[src/hdl/rcmm_ir_frame_decoder_unit_macros.svh]
// Assertion macros for the decoder unit.
`ifndef RCMM_IR_FRAME_DECODER_UNIT_MACROS_SVH
`define RCMM_IR_FRAME_DECODER_UNIT_MACROS_SVH

`ifndef ASSERT_OFF

// Same-cycle implication, disabled while reset is asserted
`define RCMM_ASSERT_IMPL(lbl, clk, rst_n, ante, cons) \
	lbl: assert property (@(posedge clk) disable iff (!(rst_n)) (ante) |-> (cons)) \
		else $error("rcmm assertion failed");

// Next-cycle implication, disabled while reset is asserted
`define RCMM_ASSERT_NEXT(lbl, clk, rst_n, ante, cons) \
	lbl: assert property (@(posedge clk) disable iff (!(rst_n)) (ante) |=> (cons)) \
		else $error("rcmm assertion failed");

`else

`define RCMM_ASSERT_IMPL(lbl, clk, rst_n, ante, cons)
`define RCMM_ASSERT_NEXT(lbl, clk, rst_n, ante, cons)

`endif

`endif

[src/hdl/rcmm_pkg.sv]
package rcmm_pkg;

	// Frame geometry
	localparam int FRAME_BITS = 32;
	localparam int PAIRS      = FRAME_BITS / 2;
	localparam int STOP_IDX   = 2 + 2 * PAIRS;
	localparam int POS_W      = $clog2(STOP_IDX + 1);
	localparam int VALUE_W    = 32;
	localparam int TICK_W     = 16;

	// Configuration register widths and indexes
	localparam int TOL_W = 6;
	localparam int EX_W  = 8;
	localparam int UPT_W = 8;
	localparam int CIDX_W = 2;
	localparam int CDATA_W = 8;
	localparam logic [CIDX_W-1:0] CFG_TOL    = 2'd0;
	localparam logic [CIDX_W-1:0] CFG_EXCESS = 2'd1;
	localparam logic [CIDX_W-1:0] CFG_UPT    = 2'd2;

	localparam logic [TOL_W-1:0] TOL_RST = 6'd25;
	localparam logic [EX_W-1:0]  EX_RST  = 8'd100;
	localparam logic [UPT_W-1:0] UPT_RST = 8'd50;

	// Window arithmetic widths
	localparam int D_W     = 10;   // nominal plus or minus excess, up to 791 us
	localparam int F_W     = 8;    // 100 +/- tolerance
	localparam int NUM_W   = 17;   // d * factor, below 2^17
	localparam int DEN_W   = 15;   // 100 * us_per_tick
	localparam int WIN_W   = 11;   // window limits stay below 2^11
	localparam logic [F_W-1:0] PCT = 8'd100;

	// Window table entries
	localparam int NUM_WIN = 7;
	localparam int ENT_W   = 3;
	localparam logic [ENT_W-1:0] W_HDR_MARK  = 3'd0;
	localparam logic [ENT_W-1:0] W_BIT_MARK  = 3'd1;
	localparam logic [ENT_W-1:0] W_HDR_SPACE = 3'd2;
	localparam logic [ENT_W-1:0] W_SYM00     = 3'd3;
	localparam logic [ENT_W-1:0] W_SYM01     = 3'd4;
	localparam logic [ENT_W-1:0] W_SYM10     = 3'd5;
	localparam logic [ENT_W-1:0] W_SYM11     = 3'd6;

	typedef enum logic [2:0] {
		ST_OK        = 3'd0,
		ST_HDR_MARK  = 3'd1,
		ST_HDR_SPACE = 3'd2,
		ST_BIT_MARK  = 3'd3,
		ST_BIT_SPACE = 3'd4,
		ST_STOP_MARK = 3'd5
	} status_t;

	typedef struct packed {
		logic [TOL_W-1:0] tol;
		logic [EX_W-1:0]  excess;
		logic [UPT_W-1:0] upt;
	} cfg_t;

	typedef logic [NUM_WIN-1:0][WIN_W-1:0] win_arr_t;

	// Nominal time of each table entry in microseconds
	function automatic logic [D_W-1:0] nominal_us(input logic [ENT_W-1:0] ent);
		logic [D_W-1:0] r;
		case (ent)
			W_HDR_MARK:  r = 10'd425;
			W_BIT_MARK:  r = 10'd150;
			W_HDR_SPACE: r = 10'd260;
			W_SYM00:     r = 10'd294;
			W_SYM01:     r = 10'd450;
			W_SYM10:     r = 10'd610;
			W_SYM11:     r = 10'd791;
			default:     r = '0;
		endcase
		return r;
	endfunction

	function automatic logic is_mark(input logic [ENT_W-1:0] ent);
		return (ent == W_HDR_MARK) || (ent == W_BIT_MARK);
	endfunction

endpackage

[src/hdl/rcmm_win_calc.sv]
// Window table builder: for each entry computes
// lo = floor(d*(100-t)/(100*u)) and hi = floor(d*(100+t)/(100*u)) + 1
// with one restoring divider, one quotient bit per cycle.
module rcmm_win_calc (
	input  logic              clk,
	input  logic              arst_n,
	input  rcmm_pkg::cfg_t    cfg,
	input  logic              restart,
	output logic              busy,
	output rcmm_pkg::win_arr_t win_lo,
	output rcmm_pkg::win_arr_t win_hi
);
	import rcmm_pkg::*;

	localparam int NUM_JOBS = 2 * NUM_WIN;
	localparam int JOB_W    = $clog2(NUM_JOBS);
	localparam int STEP_W   = $clog2(NUM_W + 1);
	localparam logic [JOB_W-1:0]  JOB_LAST  = JOB_W'(NUM_JOBS - 1);
	localparam logic [STEP_W-1:0] STEP_LAST = STEP_W'(NUM_W);

	logic              busy_q;
	logic [JOB_W-1:0]  job_q;
	logic [STEP_W-1:0] step_q;
	logic [DEN_W-1:0]  rem_q;
	logic [NUM_W-1:0]  quo_q;
	win_arr_t          lo_q;
	win_arr_t          hi_q;

	logic [ENT_W-1:0]     ent;
	logic                 side;
	logic [D_W-1:0]       nom;
	logic [D_W-1:0]       dur;
	logic [F_W-1:0]       factor;
	logic [D_W+F_W-1:0]   prod;
	logic [UPT_W-1:0]     upt_eff;
	logic [DEN_W-1:0]     den;
	logic [DEN_W:0]       trial;
	logic [DEN_W:0]       diff;
	logic                 ge;
	logic [DEN_W-1:0]     rem_nx;
	logic [NUM_W-1:0]     quo_nx;
	logic [WIN_W-1:0]     q_res;

	// Numerator and denominator for the current entry
	always_comb begin
		ent  = job_q[JOB_W-1:1];
		side = job_q[0];
		nom  = nominal_us(ent);
		if (is_mark(ent)) begin
			dur = nom + D_W'(cfg.excess);
		end else if (nom > D_W'(cfg.excess)) begin
			dur = nom - D_W'(cfg.excess);
		end else begin
			dur = '0;
		end
		factor  = side ? (PCT + F_W'(cfg.tol)) : (PCT - F_W'(cfg.tol));
		prod    = (D_W+F_W)'(dur) * (D_W+F_W)'(factor);
		upt_eff = (cfg.upt == '0) ? UPT_W'(1) : cfg.upt;
		den     = DEN_W'(upt_eff) * DEN_W'(PCT);
	end

	// One restoring division step
	always_comb begin
		trial  = {rem_q, quo_q[NUM_W-1]};
		diff   = trial - {1'b0, den};
		ge     = (trial >= {1'b0, den});
		rem_nx = ge ? diff[DEN_W-1:0] : trial[DEN_W-1:0];
		quo_nx = {quo_q[NUM_W-2:0], ge};
		q_res  = quo_nx[WIN_W-1:0];
	end

	// Sequence the jobs: load, then one step per quotient bit
	always_ff @(posedge clk or negedge arst_n) begin
		if (!arst_n) begin
			busy_q <= 1'b1;
			job_q  <= '0;
			step_q <= '0;
		end else if (restart) begin
			busy_q <= 1'b1;
			job_q  <= '0;
			step_q <= '0;
		end else if (busy_q) begin
			if (step_q == STEP_LAST) begin
				step_q <= '0;
				if (job_q == JOB_LAST) begin
					busy_q <= 1'b0;
				end else begin
					job_q <= job_q + 1'b1;
				end
			end else begin
				step_q <= step_q + 1'b1;
			end
		end
	end

	// Divider datapath and table write
	always_ff @(posedge clk) begin
		if (busy_q && !restart) begin
			if (step_q == '0) begin
				rem_q <= '0;
				quo_q <= prod[NUM_W-1:0];
			end else begin
				rem_q <= rem_nx;
				quo_q <= quo_nx;
				if (step_q == STEP_LAST) begin
					if (side) begin
						hi_q[ent] <= q_res + 1'b1;
					end else begin
						lo_q[ent] <= q_res;
					end
				end
			end
		end
	end

	assign busy   = busy_q;
	assign win_lo = lo_q;
	assign win_hi = hi_q;

endmodule

[src/hdl/rcmm_ir_frame_decoder_unit.sv]
// Channel   Handshake              Payload
// --------  ---------------------  ------------------------------
// in        in_valid / in_ready    duration_ticks[15:0], frame_start
// out       out_valid / out_ready  status[2:0], value[31:0]
// cfg       cfg_valid / cfg_ready  cfg_index[1:0], cfg_data[7:0]
//
// One duration per cycle unless the table build or a waiting result holds
// in_ready low; a result lands in the output register at the edge that
// takes its item from the input register. The match windows sit in a table
// built by a bit-serial divider that computes its 14 limits after reset and
// after every register write, with in_ready low meanwhile. cfg_ready is always high.
// A waiting result stalls only the input register; an empty one still
// takes a transfer.
`include "rcmm_ir_frame_decoder_unit_macros.svh"

module rcmm_ir_frame_decoder_unit (
	input  logic                              clk,
	input  logic                              arst_n,
	input  logic                              in_valid,
	output logic                              in_ready,
	input  logic [rcmm_pkg::TICK_W-1:0]       duration_ticks,
	input  logic                              frame_start,
	output logic                              out_valid,
	input  logic                              out_ready,
	output logic [2:0]                        status,
	output logic [rcmm_pkg::VALUE_W-1:0]      value,
	input  logic                              cfg_valid,
	output logic                              cfg_ready,
	input  logic [rcmm_pkg::CIDX_W-1:0]       cfg_index,
	input  logic [rcmm_pkg::CDATA_W-1:0]      cfg_data
);
	import rcmm_pkg::*;

	localparam logic [POS_W-1:0] STOP_POS = POS_W'(STOP_IDX);

	cfg_t     cfg_q;
	logic     cfg_fire;
	logic     win_busy;
	win_arr_t win_lo;
	win_arr_t win_hi;

	logic              valid_s1;
	logic [TICK_W-1:0] ticks_s1;
	logic              start_s1;
	logic              in_fire;
	logic              s1_go;

	logic               active_q;
	logic [POS_W-1:0]   pos_q;
	logic [VALUE_W-1:0] shift_q;

	logic               out_valid_q;
	status_t            status_q;
	logic [VALUE_W-1:0] value_q;

	logic [NUM_WIN-1:0] hit;
	logic               cur_active;
	logic [POS_W-1:0]   cur_pos;
	logic [VALUE_W-1:0] cur_shift;
	logic [1:0]         sym;
	logic               sym_ok;
	logic               res_valid;
	status_t            res_status;
	logic [VALUE_W-1:0] res_value;
	logic               nxt_active;
	logic [POS_W-1:0]   nxt_pos;
	logic [VALUE_W-1:0] nxt_shift;

	// Configuration registers
	assign cfg_ready = 1'b1;
	assign cfg_fire  = cfg_valid && cfg_ready;

	always_ff @(posedge clk or negedge arst_n) begin
		if (!arst_n) begin
			cfg_q.tol    <= TOL_RST;
			cfg_q.excess <= EX_RST;
			cfg_q.upt    <= UPT_RST;
		end else if (cfg_fire) begin
			case (cfg_index)
				CFG_TOL:    cfg_q.tol    <= cfg_data[TOL_W-1:0];
				CFG_EXCESS: cfg_q.excess <= cfg_data[EX_W-1:0];
				CFG_UPT:    cfg_q.upt    <= cfg_data[UPT_W-1:0];
				default:    ;
			endcase
		end
	end

	rcmm_win_calc u_win (
		.clk     (clk),
		.arst_n  (arst_n),
		.cfg     (cfg_q),
		.restart (cfg_fire),
		.busy    (win_busy),
		.win_lo  (win_lo),
		.win_hi  (win_hi)
	);

	// Input register
	assign s1_go    = valid_s1 && (!out_valid_q || out_ready);
	assign in_ready = !win_busy && (!valid_s1 || s1_go);
	assign in_fire  = in_valid && in_ready;

	always_ff @(posedge clk or negedge arst_n) begin
		if (!arst_n) begin
			valid_s1 <= 1'b0;
		end else if (in_fire) begin
			valid_s1 <= 1'b1;
		end else if (s1_go) begin
			valid_s1 <= 1'b0;
		end
	end

	always_ff @(posedge clk) begin
		if (in_fire) begin
			ticks_s1 <= duration_ticks;
			start_s1 <= frame_start;
		end
	end

	// Window compares
	always_comb begin
		for (int i = 0; i < NUM_WIN; i++) begin
			hit[i] = (ticks_s1 >= TICK_W'(win_lo[i])) && (ticks_s1 <= TICK_W'(win_hi[i]));
		end
	end

	// Classify a bit space, shortest symbol first
	always_comb begin
		sym_ok = 1'b1;
		if (hit[W_SYM00]) begin
			sym = 2'd0;
		end else if (hit[W_SYM01]) begin
			sym = 2'd1;
		end else if (hit[W_SYM10]) begin
			sym = 2'd2;
		end else if (hit[W_SYM11]) begin
			sym = 2'd3;
		end else begin
			sym    = 2'd0;
			sym_ok = 1'b0;
		end
	end

	// Frame decode for the item in the input register
	always_comb begin
		cur_active = start_s1 || active_q;
		cur_pos    = start_s1 ? '0 : pos_q;
		cur_shift  = start_s1 ? '0 : shift_q;
		res_valid  = 1'b0;
		res_status = ST_OK;
		res_value  = '0;
		nxt_active = cur_active;
		nxt_pos    = cur_pos;
		nxt_shift  = cur_shift;
		if (cur_active) begin
			if (cur_pos == '0) begin
				if (hit[W_HDR_MARK]) begin
					nxt_pos = cur_pos + 1'b1;
				end else begin
					res_valid  = 1'b1;
					res_status = ST_HDR_MARK;
				end
			end else if (cur_pos == POS_W'(1)) begin
				if (hit[W_HDR_SPACE]) begin
					nxt_pos = cur_pos + 1'b1;
				end else begin
					res_valid  = 1'b1;
					res_status = ST_HDR_SPACE;
				end
			end else if (cur_pos >= STOP_POS) begin
				res_valid = 1'b1;
				if (hit[W_BIT_MARK]) begin
					res_status = ST_OK;
					res_value  = cur_shift;
				end else begin
					res_status = ST_STOP_MARK;
				end
			end else if (!cur_pos[0]) begin
				if (hit[W_BIT_MARK]) begin
					nxt_pos = cur_pos + 1'b1;
				end else begin
					res_valid  = 1'b1;
					res_status = ST_BIT_MARK;
				end
			end else begin
				if (sym_ok) begin
					nxt_shift = {cur_shift[VALUE_W-3:0], sym};
					nxt_pos   = cur_pos + 1'b1;
				end else begin
					res_valid  = 1'b1;
					res_status = ST_BIT_SPACE;
				end
			end
			// Any result ends the frame
			if (res_valid) begin
				nxt_active = 1'b0;
				nxt_pos    = '0;
				nxt_shift  = '0;
			end
		end
	end

	// Frame state
	always_ff @(posedge clk or negedge arst_n) begin
		if (!arst_n) begin
			active_q <= 1'b0;
			pos_q    <= '0;
			shift_q  <= '0;
		end else if (s1_go) begin
			active_q <= nxt_active;
			pos_q    <= nxt_pos;
			shift_q  <= nxt_shift;
		end
	end

	// Output register: load a new result, drop it once transferred
	always_ff @(posedge clk or negedge arst_n) begin
		if (!arst_n) begin
			out_valid_q <= 1'b0;
		end else if (s1_go && res_valid) begin
			out_valid_q <= 1'b1;
		end else if (out_ready) begin
			out_valid_q <= 1'b0;
		end
	end

	always_ff @(posedge clk) begin
		if (s1_go && res_valid) begin
			status_q <= res_status;
			value_q  <= res_value;
		end
	end

	assign out_valid = out_valid_q;
	assign status    = status_q;
	assign value     = value_q;

	// Checks
	`RCMM_ASSERT_IMPL(a_no_take_busy, clk, arst_n, in_valid && in_ready, !win_busy)
	`RCMM_ASSERT_IMPL(a_fail_zero, clk, arst_n, out_valid && (status != ST_OK), value == '0)
	`RCMM_ASSERT_NEXT(a_result_ends, clk, arst_n, s1_go && res_valid, !active_q && (pos_q == '0))
	`RCMM_ASSERT_IMPL(a_pos_range, clk, arst_n, 1'b1, pos_q <= STOP_POS)

endmodule

[config.mk]
export PLATFORM = sky130hd
export DESIGN_NAME = rcmm_ir_frame_decoder_unit
export DESIGN_NICKNAME = d
export VERILOG_FILES = /design/src/hdl/rcmm_pkg.sv /design/src/hdl/rcmm_win_calc.sv /design/src/hdl/rcmm_ir_frame_decoder_unit.sv
export VERILOG_INCLUDE_DIRS = /design/src /design/src/hdl
export SDC_FILE = /design/constraint.sdc
export NUM_CORES = 1
export LEC_CHECK = 0
export ABC_AREA = 1
export BUFFER_PORTS_ARGS = -buffer_cell sky130_fd_sc_hd__buf_2
export CORE_MARGIN = 2
export CORE_UTILIZATION = 32
export CTS_CLUSTER_SIZE = 16
export DETAILED_ROUTE_END_ITERATION = 6
export PLACE_DENSITY_LB_ADDON = 0.3
export SYNTH_ARGS = -nofsm -noshare
export SYNTH_HDL_FRONTEND = slang
export SYNTH_HIERARCHICAL = 1
export SYNTH_SLANG_ARGS = --single-unit
export TNS_END_PERCENT = 100
[constraint.sdc]
create_clock -name clk -period 8.35 [get_ports clk]
set_input_delay 0.835 -clock clk [delete_from_list [all_inputs] [get_ports clk]]
set_output_delay 0.835 -clock clk [all_outputs]
set_load 0.05 [all_outputs]
==> results of run 1 <==
## report_power, final
group,internal (mW),total (mW),switching (mW)
clock network,0.871,1.55,0.682
registers,2.03,2.19,0.158
logic,2.14,5.90,3.76
total,5.04,9.64,4.60
## worst paths after layout
kind                                   start               to  slack [ns]  cells after the start
max reg2reg                   u_win/job_q[2]  u_win/quo_q[16]        1.42                     34
min in group clk           duration_ticks[8]      ticks_s1[8]        0.44                      1
min                                   arst_n      shift_q[30]        0.05                      1
min reg2reg                      shift_q[30]      shift_q[30]        0.48                      2
max                           u_win/job_q[2]  u_win/quo_q[16]        1.42                     34
max in group asynchronous             arst_n         cfg_q[3]        7.16                      2
## stage by stage
step	worst slack [ns]	power [mW]
3_5_place_dp	1.50	8.10
3_3_place_gp	1.65	8.05
6_report	1.42	9.64
5_1_grt	0.856	10.8
4_1_cts	1.45	9.73
2_1_floorplan	2.27	6.65
## cell families after synthesis
logic type	count (synthesis)	share of synthesized area
compound gates	308	0.0832
xor+xnor	45	0.0182
fa+ha+maj	314	0.200
buf+inv	492	0.0903
flops	311	0.416
other cells	1	0.000173
simple gates	976	0.192
## flip-flops by register name, summed over array words and instances, names as in the netlist, 3 cells and up
signal / flops
u_win/step_q: 5
status: 3
u_win/quo_q: 17
u_win/win_hi: 77
shift_q: 32
u_win/rem_q: 15
cfg_q: 22
pos_q: 6
u_win/win_lo: 77
value: 32
ticks_s1: 16
u_win/job_q: 4
## layout by cell type (no fill, tap or decap), types with 5 or more instances in the layout
master                        n
sky130_fd_sc_hd__xnor2_1      9
sky130_fd_sc_hd__nand2_2     12
sky130_fd_sc_hd__xor2_1      36
sky130_fd_sc_hd__inv_2       16
sky130_fd_sc_hd__clkbuf_16   37
sky130_fd_sc_hd__nor2_2       8
sky130_fd_sc_hd__nor2_4       6
sky130_fd_sc_hd__o21ai_2     22
sky130_fd_sc_hd__o21ai_0    103
sky130_fd_sc_hd__dfstp_2     10
sky130_fd_sc_hd__o21bai_1     7
sky130_fd_sc_hd__a21o_1       8
sky130_fd_sc_hd__a21oi_1    116
sky130_fd_sc_hd__nor3_1      23
sky130_fd_sc_hd__nand4_1     23
sky130_fd_sc_hd__inv_1      428
sky130_fd_sc_hd__o21a_1       8
sky130_fd_sc_hd__nor4_1      10
sky130_fd_sc_hd__fa_1        53
sky130_fd_sc_hd__or2_2        7
sky130_fd_sc_hd__dfrtp_1     63
sky130_fd_sc_hd__nand2_1    531
sky130_fd_sc_hd__nand3_1     85
sky130_fd_sc_hd__buf_2       67
sky130_fd_sc_hd__nor2_1     242
sky130_fd_sc_hd__clkbuf_1     9
sky130_fd_sc_hd__edfxtp_1   238
sky130_fd_sc_hd__o211ai_1     5
sky130_fd_sc_hd__ha_1       261
sky130_fd_sc_hd__nand3_2     11
sky130_fd_sc_hd__clkinv_1     9
sky130_fd_sc_hd__buf_4       15
sky130_fd_sc_hd__o21ai_1     13
## per-layer routing
metal | share of wire | GRT usage | vias up
li1 | - | - | 8132
met2 | 0.48 | 0.267 | 308
met3 | 0.041 | 0.0199 | 73
met5 | 0 | 0 | -
met1 | 0.46 | 0.208 | 7763
met4 | 0.020 | 0.0389 | 0
## final cells by class
class / count / area, um^2 / area share
clock inverter: 19 / 180 / 0.00748
sequential: 311 / 8990 / 0.373
clock buffer: 47 / 973 / 0.0404
timing repair buffer: 82 / 448 / 0.0186
inverter: 449 / 1690 / 0.0702
multi-input combinational: 1644 / 10700 / 0.445
tap: 873 / 1090 / 0.0454
==> out/metrics.yaml, run 1 <==
routing:
  first_pass_iteration_count_of_the_detailed_router: 5
  count_of_routing_violations_after_the_opening_detailed_route_iteration: 999
  vias: 16276
  drt-vias-per-instance: 4.75
  route.antenna.remaining_nets: 0
  wl_per_cell_um: 15.6
  drt_drc_violations_left: 0
  wirelength_um: 53600
synth:
  ys_ff_latch: 311
  nets_in_the_synthesized_netlist: 2793
  dominantRegCellSynth: "sky130_fd_sc_hd__edfxtp_1"
  seq_area_frac_synth: 0.416
  synth_top_area_frac: 0.331
  synth_cell_types: 59
  edff_count_synth: 238
  yosys-top-cells-count: "sky130_fd_sc_hd__nand2_1, sky130_fd_sc_hd__inv_1, sky130_fd_sc_hd__ha_1"
  yosysMostFrequentCell: "sky130_fd_sc_hd__nand2_1"
  post_synth_inst_count: 2447
  syn-cell-area_mm2: 0.0216
  synthTopCellsByArea: "sky130_fd_sc_hd__edfxtp_1, sky130_fd_sc_hd__ha_1, sky130_fd_sc_hd__nand2_1"
  synth.avg_cell_area_um2: 8.83
  cell_taking_the_most_area_after_synthesis: "sky130_fd_sc_hd__edfxtp_1"
  async_reset_ff_frac: 0.235
  yosys_warnings: 6
clock_tree:
  clock_slew_at_the_register_clock_pins_of_the_worst_setup_and_hold_paths_ns: 0.07
  cts-hold-fix-buffers: 0
  clk_root_buffer_cell: "sky130_fd_sc_hd__clkbuf_16"
  post_cts_resize_count: 0
  cts_tree: "yes"
  clkLatencyLatePin_ns: 0.57
  htree_levels: 2
  cts_inserted_buffers: 37
  cts.sink_count: 311
  clock_tree.buffer_depth: 3
  post_cts.repair.setup_buffers: 0
timing:
  setup_total_negative_slack_ns: 0
  timing.fmax_mhz: 144
  fin_hold_ws_ns: 0.0523
  timing.final.hold_violations: 0
  layout_worst_path_cycle_share: 0.830
  final_setup_vio_count: 0
  worst_pin_slew_ns: 1.19
  grt_setup_unrepaired: "no"
  finClkSkew_ns: 0.0374
  maxSlewViolCount: 0
  fin_crit_ns: 6.93
  slew_headroom: 0.201
die:
  placeableCoreArea_mm2: 0.0670
  die_ht_um: 264
  die_x_um: 264
  initial_utilization: 0.322
  placement_rows: 95
  design.portCount: 70
  fp.dieArea_mm2: 0.0697
grt:
  grt_first_pass_wirelength_um: 87000
  grt_start_max_net_pins: 73
  globalRouteOverflowTotal: 0
  grt_antenna_before_repair: 0
  grt_use_total: 0.156
  vias_in_the_first_global_route: 16372
finish:
  drive_above_1_share: 0.0964
  fillerInstances: 6939
  final_net_count: 2871
  finalCoreUtilization: 0.359
  stdcell_count: 3425
  antenna_cells_inserted: 0
  layout.cell_area.non_filler_mm2: 0.0241
  areaGrowthSynthToFinish_pct: 11.4
critical_path:
  worst_setup_path_end_kind: "flip-flop"
  crit_slowest_cell: "sky130_fd_sc_hd__fa_1"
  critical_path_class: "reg -> reg"
  cp.required_ns: 8.66
  crit_buf_inv: 7
  cp.arrival_ns: 7.24
  worstSetupStartpointType: "flip-flop"
  worstPathMaxFanout: 11
  cpLargestDelayFamily: "adder cells"
  crit_path_max_incr_delay_ns: 0.54
worst_hold_path:
  hold_class: "in -> async"
placement:
  post_placement_cell_count: 3359
  placement.io_buffers: 68
  total_cell_area_at_the_placement_stage_mm2: 0.0229
  rd_place_congestion: 0.888
  dp_hpwl_um: 39600
run:
  max_cap_violations: 0
pwr:
  power_density_mw_per_mm2: 400
  irDropWorstVdd_uv: 703
  total_leakage_power_nw: 11.3
outcome:
  outcome: "finished, final reports clean"
Note: power is estimated with default switching activity, not from simulation.
==> inputs of run 2 (changes only) <==
Clock period 8.35 ns to 5.7 ns, I/O delays scaled along.
==> run 2 against run 1 <==
  * The run now ends with negative setup slack left
  * Final area is 11% higher
  * Global-route usage increased by 0.24 points
  * Sequential share of layout area fell by 3.7 points
  * Die area unchanged
  * Hold slack improved by 0.13 ns
==> out/metrics.yaml, run 2 (synthesized netlist as in run 1, its figures left out) <==
timing:
  grt_setup_unrepaired: "yes"
  finClkSkew_ns: 0.0315  # -0.00588 ns
  worst_pin_slew_ns: 1.29  # +0.0938 ns
  timing.fmax_mhz: 169  # +17%
  fin_hold_ws_ns: 0.184  # +0.131 ns
  slew_headroom: 0.138  # -0.0627
  final_setup_vio_count: 9  # +9
  fin_crit_ns: 5.93  # -0.999 ns
  timing.final.hold_violations: 0  # unchanged
  worst_slack_ns: -0.230  # -1.65 ns
  layout_worst_path_cycle_share: 1.04  # +0.211
  maxSlewViolCount: 0  # unchanged
finish:
  layout.cells.most_common_list: "sky130_fd_sc_hd__nand2_1, sky130_fd_sc_hd__inv_1, sky130_fd_sc_hd__edfxtp_1, sky130_fd_sc_hd__ha_1, sky130_fd_sc_hd__nor2_1"
  stdcell_count: 3629  # +6.0%
  final_common_cell: "sky130_fd_sc_hd__nand2_1"
  layout.cell_area.non_filler_mm2: 0.0267  # +11%
  antenna_cells_inserted: 0  # unchanged
  drive_above_1_share: 0.223  # +0.127
  areaGrowthSynthToFinish_pct: 23.6
  final_net_count: 3076  # +7.1%
clock_tree:
  clk_root_buffer_cell: "sky130_fd_sc_hd__clkbuf_16"
  clock_tree.buffer_depth: 3  # unchanged
  cts_tree: "yes"
  cts.sink_count: 311  # unchanged
  clkLatencyLatePin_ns: 0.57  # about the same
  htree_levels: 2  # unchanged
  cts_inserted_buffers: 36  # -2.7%
  clock_slew_at_the_register_clock_pins_of_the_worst_setup_and_hold_paths_ns: 0.07  # about the same
placement:
  placement.io_buffers: 68  # unchanged
  post_placement_cell_count: 3516  # +4.7%
  total_cell_area_at_the_placement_stage_mm2: 0.0243  # +6.0%
  dp_hpwl_um: 40600  # +2.5%
  rd_place_congestion: 0.848  # -4.5%
  place_worst_setup_slack_ns: -0.558  # -2.06 ns
critical_path:
  critical_path_class: "reg -> reg"
  crit_slowest_cell: "sky130_fd_sc_hd__fa_1"
  crit_buf_inv: 8  # +1
  critPathMostFrequentCell: "sky130_fd_sc_hd__inv_2"
  worstSetupStartpointType: "flip-flop"
  cp.arrival_ns: 6.23  # -1.01 ns
  cpLargestDelayFamily: "adder cells"
  worstPathMaxFanout: 6  # -5
  worst_setup_path_end_kind: "flip-flop"
  crit_path_max_incr_delay_ns: 0.56  # +0.02 ns
  cp.required_ns: 6.00  # -2.66 ns
grt:
  globalRouteOverflowTotal: 0  # unchanged
  grt_start_max_net_pins: 69  # -5.5%
  vias_in_the_first_global_route: 17090  # +4.4%
  grt_use_total: 0.158  # +0.00243
  grt_first_pass_wirelength_um: 88800  # +2.0%
  grt_antenna_before_repair: 0  # unchanged
routing:
  vias: 17049  # +4.7%
  wl_per_cell_um: 15.3  # -2.3%
  first_pass_iteration_count_of_the_detailed_router: 5  # unchanged
  drt_drc_violations_left: 0  # unchanged
  wirelength_um: 55400  # +3.5%
  route.antenna.remaining_nets: 0  # unchanged
  drt-vias-per-instance: 4.70  # -1.1%
  count_of_routing_violations_after_the_opening_detailed_route_iteration: 963  # -3.6%
outcome:
  violated_checks: "negative setup slack"
  outcome: "complete, but fails checks"
worst_hold_path:
  hold_class: "in -> reg"
die:
  placeableCoreArea_mm2: 0.0670  # unchanged
  design.portCount: 70  # unchanged
  die_x_um: 264  # unchanged
  placement_rows: 95  # unchanged
  die_ht_um: 264  # unchanged
  fp.dieArea_mm2: 0.0697  # unchanged
  initial_utilization: 0.322  # unchanged
run:
  max_cap_violations: 0  # unchanged
==> run 2: area by class of cell <==
type,count,area [um^2]
Inverter,449,1700
Fill cell,6661,40300
Multi-Input combinational cell,1644,11700
Timing Repair Buffer,288,2120
Clock buffer,46,970
Clock inverter,18,189
Tap cell,873,1090
Sequential cell,311,8990
==> run 2: final timing paths <==
path	from	end	slack [ns]	cells after the start
worst max-delay path	u_win/job_q[1]	u_win/quo_q[12]	-0.23	34
worst min-delay path	duration_ticks[13]	ticks_s1[13]	0.18	1
worst max register to register	u_win/job_q[1]	u_win/quo_q[12]	-0.23	34
worst min register to register	pos_q[0]	pos_q[0]	0.48	2
max in group asynchronous	arst_n	u_win/job_q[3]	4.15	3
min in group asynchronous	arst_n	shift_q[27]	0.35	2
==> run 2: metal layers <==
layer / GRT usage / up-vias / part of all wire / wire (um)
met1: 0.210 / 8162 / 0.46 / 25600
met2: 0.269 / 275 / 0.48 / 26700
met4: 0.0453 / 0 / 0.023 / 1290
met3: 0.0208 / 81 / 0.034 / 1900
li1: - / 8531 / - / -
met5: 0 / - / 0 / 0
==> run 2: what timing repair did <==
action / CTS / global route
endpoints found under the setup margin: 46 / 75
pin swaps: 55 / 100
hold buffers: 1 / 0
resized for setup: 99 / 112
hold endpoints to repair: 5 / 0
setup buffers: 25 / 24
==> run 2: stage by stage <==
stage          utilization  TNS (ns)
2_1_floorplan            -         0
3_3_place_gp         0.362     -5.92
3_5_place_dp         0.362     -7.68
4_1_cts              0.389     -1.29
5_1_grt              0.399     -4.95
6_report             0.399     -1.61
Power of run 2 is left out: the tool's default activity adds up to more than one toggle a clock period on the data nets, which glitch-free logic cannot reach.
==> inputs of run 3 (changes only) <==
Settings changed: CTS_BUF_LIST set to sky130_fd_sc_hd__clkbuf_8 sky130_fd_sc_hd__clkbuf_16.
==> run 3 against run 2 <==
  * The run still ends with negative setup slack left
  * Sequential share of layout area stayed put
  * Register-to-register slack barely moved
  * Utilization is the same
  * First-iteration DRC count is the same
  * Hold slack is essentially flat
  * Final area stayed put
  * Global-route usage did not move
  * Non-clock buffer count is the same
  * Critical endpoint unchanged
==> out/metrics.yaml, run 3 (synthesized netlist as in run 1, its figures left out) <==
die:
  design.portCount: 70  # unchanged
  fp.dieArea_mm2: 0.0697  # unchanged
  placement_rows: 95  # unchanged
  die_x_um: 264  # unchanged
  initial_utilization: 0.322  # unchanged
  placeableCoreArea_mm2: 0.0670  # unchanged
  die_ht_um: 264  # unchanged
finish:
  antenna_cells_inserted: 0  # unchanged
  layout.cell_area.non_filler_mm2: 0.0267  # unchanged
  drive_above_1_share: 0.223  # unchanged
  final_common_cell: "sky130_fd_sc_hd__nand2_1"
  layout.cells.most_common_list: "sky130_fd_sc_hd__nand2_1, sky130_fd_sc_hd__inv_1, sky130_fd_sc_hd__edfxtp_1, sky130_fd_sc_hd__ha_1, sky130_fd_sc_hd__nor2_1"
  fillerInstances: 6661  # unchanged
  final_net_count: 3076  # unchanged
  areaGrowthSynthToFinish_pct: 23.6  # unchanged
  finalCoreUtilization: 0.399  # unchanged
outcome:
  outcome: "complete, but fails checks"
  violated_checks: "negative setup slack"
grt:
  grt_first_pass_wirelength_um: 88800  # unchanged
  grt_use_total: 0.158  # unchanged
  grt_antenna_before_repair: 0  # unchanged
  globalRouteOverflowTotal: 0  # unchanged
  grt_start_max_net_pins: 69  # unchanged
  vias_in_the_first_global_route: 17090  # unchanged
critical_path:
  reg2reg_to: "u_win/quo_q[12]"
  critPathMostFrequentCell: "sky130_fd_sc_hd__inv_2"
  worstSetupStartpointType: "flip-flop"
  r2r_setup_slack_ns: -0.23  # about the same
  worst_r2r_startpoint: "u_win/job_q[1]"
  critical_path_class: "reg -> reg"
  worstPathMaxFanout: 6  # unchanged
  crit_path_max_incr_delay_ns: 0.56  # about the same
  cp.required_ns: 6.00  # about the same
  cp.arrival_ns: 6.23  # about the same
  crit_buf_inv: 8  # unchanged
  worst-r2r-cell-count: 34  # unchanged
  crit_slowest_cell: "sky130_fd_sc_hd__fa_1"
  cpLargestDelayFamily: "adder cells"
  worst_setup_path_end_kind: "flip-flop"
timing:
  timing.fmax_mhz: 169  # about the same
  worst_slack_ns: -0.230  # -0.000343 ns
  grt_setup_unrepaired: "yes"
  final_setup_vio_count: 9  # unchanged
  setup_total_negative_slack_ns: -1.62  # -0.00417 ns
  finClkSkew_ns: 0.0312  # -0.000307 ns
  worst_pin_slew_ns: 1.29  # -0.000267 ns
  maxSlewViolCount: 0  # unchanged
  fin_crit_ns: 5.93  # +0.000343 ns
  timing.final.hold_violations: 0  # unchanged
  layout_worst_path_cycle_share: 1.04  # about the same
  slew_headroom: 0.138  # +0.000179
placement:
  total_cell_area_at_the_placement_stage_mm2: 0.0243  # unchanged
  dp_hpwl_um: 40600  # unchanged
  rd_place_congestion: 0.848  # unchanged
  placement.io_buffers: 68  # unchanged
clock_tree:
  htree_levels: 2  # unchanged
  clkLatencyLatePin_ns: 0.57  # about the same
  cts_tree: "yes"
  clock_slew_at_the_register_clock_pins_of_the_worst_setup_and_hold_paths_ns: 0.07  # about the same
  cts_inserted_buffers: 36  # unchanged
  clock_tree.buffer_depth: 3  # unchanged
  clk_root_buffer_cell: "sky130_fd_sc_hd__clkbuf_16"
  cts.sink_count: 311  # unchanged
worst_hold_path:
  hold_path_startpoint: "duration_ticks[13]"
  whs_path_depth: 1  # unchanged
  holdPathEnd: "ticks_s1[13]"
  hold_class: "in -> reg"
routing:
  first_pass_iteration_count_of_the_detailed_router: 5  # unchanged
  wirelength_um: 55400  # about the same
  drt-vias-per-instance: 4.69  # about the same
  drt_drc_violations_left: 0  # unchanged
  route.antenna.remaining_nets: 0  # unchanged
  wl_per_cell_um: 15.3  # about the same
  count_of_routing_violations_after_the_opening_detailed_route_iteration: 963  # unchanged
  vias: 17035  # -0.082%
run:
  max_cap_violations: 0  # unchanged
[run 3: worst max-delay path by stage]
stage / start / endpoint / slack, ns / cells after the start
3_5_place_dp: u_win/job_q[1] / u_win/quo_q[15] / -0.56 / 28
5_1_grt: u_win/job_q[1] / u_win/quo_q[12] / -0.52 / 33
2_1_floorplan: u_win/job_q[2] / u_win/quo_q[15] / 0.003 / 34
4_1_cts: u_win/job_q[1] / u_win/quo_q[15] / -0.23 / 31
6_report: u_win/job_q[1] / u_win/quo_q[12] / -0.23 / 34
3_3_place_gp: u_win/job_q[1] / u_win/quo_q[15] / -0.59 / 28
[run 3: what timing repair did]
| action | CTS | global route |
|---|---|---|
| setup endpoints to repair | 46 | 75 |
| pin swaps | 55 | 100 |
| hold buffers | 1 | 0 |
| hold endpoints to repair | 5 | 0 |
| setup buffers | 25 | 24 |
| resized for setup | 99 | 112 |
[run 3: per-stage QoR]
stage / std cells / worst slack (ns) / hold slack, ns
2_1_floorplan: 2447 / 0.00350 / 0.274
3_3_place_gp: 3516 / -0.592 / 0.384
3_5_place_dp: 3516 / -0.558 / 0.386
4_1_cts: 3606 / -0.233 / 0.148
5_1_grt: 3629 / -0.525 / 0.162
6_report: 3629 / -0.230 / 0.184
[run 3: cell type report]
class,instances,area [um^2],area share
multi-input cells,1644,11700,0.436
flip-flops and latches,311,8990,0.336
repair buffers,288,2120,0.0793
inverters,449,1700,0.0637
well taps,873,1090,0.0409
clock buffers,38,940,0.0352
clock inverters,26,219,0.00819
[run 3: layer usage]
layer	routed length, um	vias to the layer above	part of all wire	track usage
met2	26600	268	0.48	0.269
met4	1290	0	0.023	0.0453
met5	0	-	0	0
met1	25600	8156	0.46	0.210
met3	1870	81	0.034	0.0208
li1	-	8530	-	-
Power of run 3 is left out for the same reason.
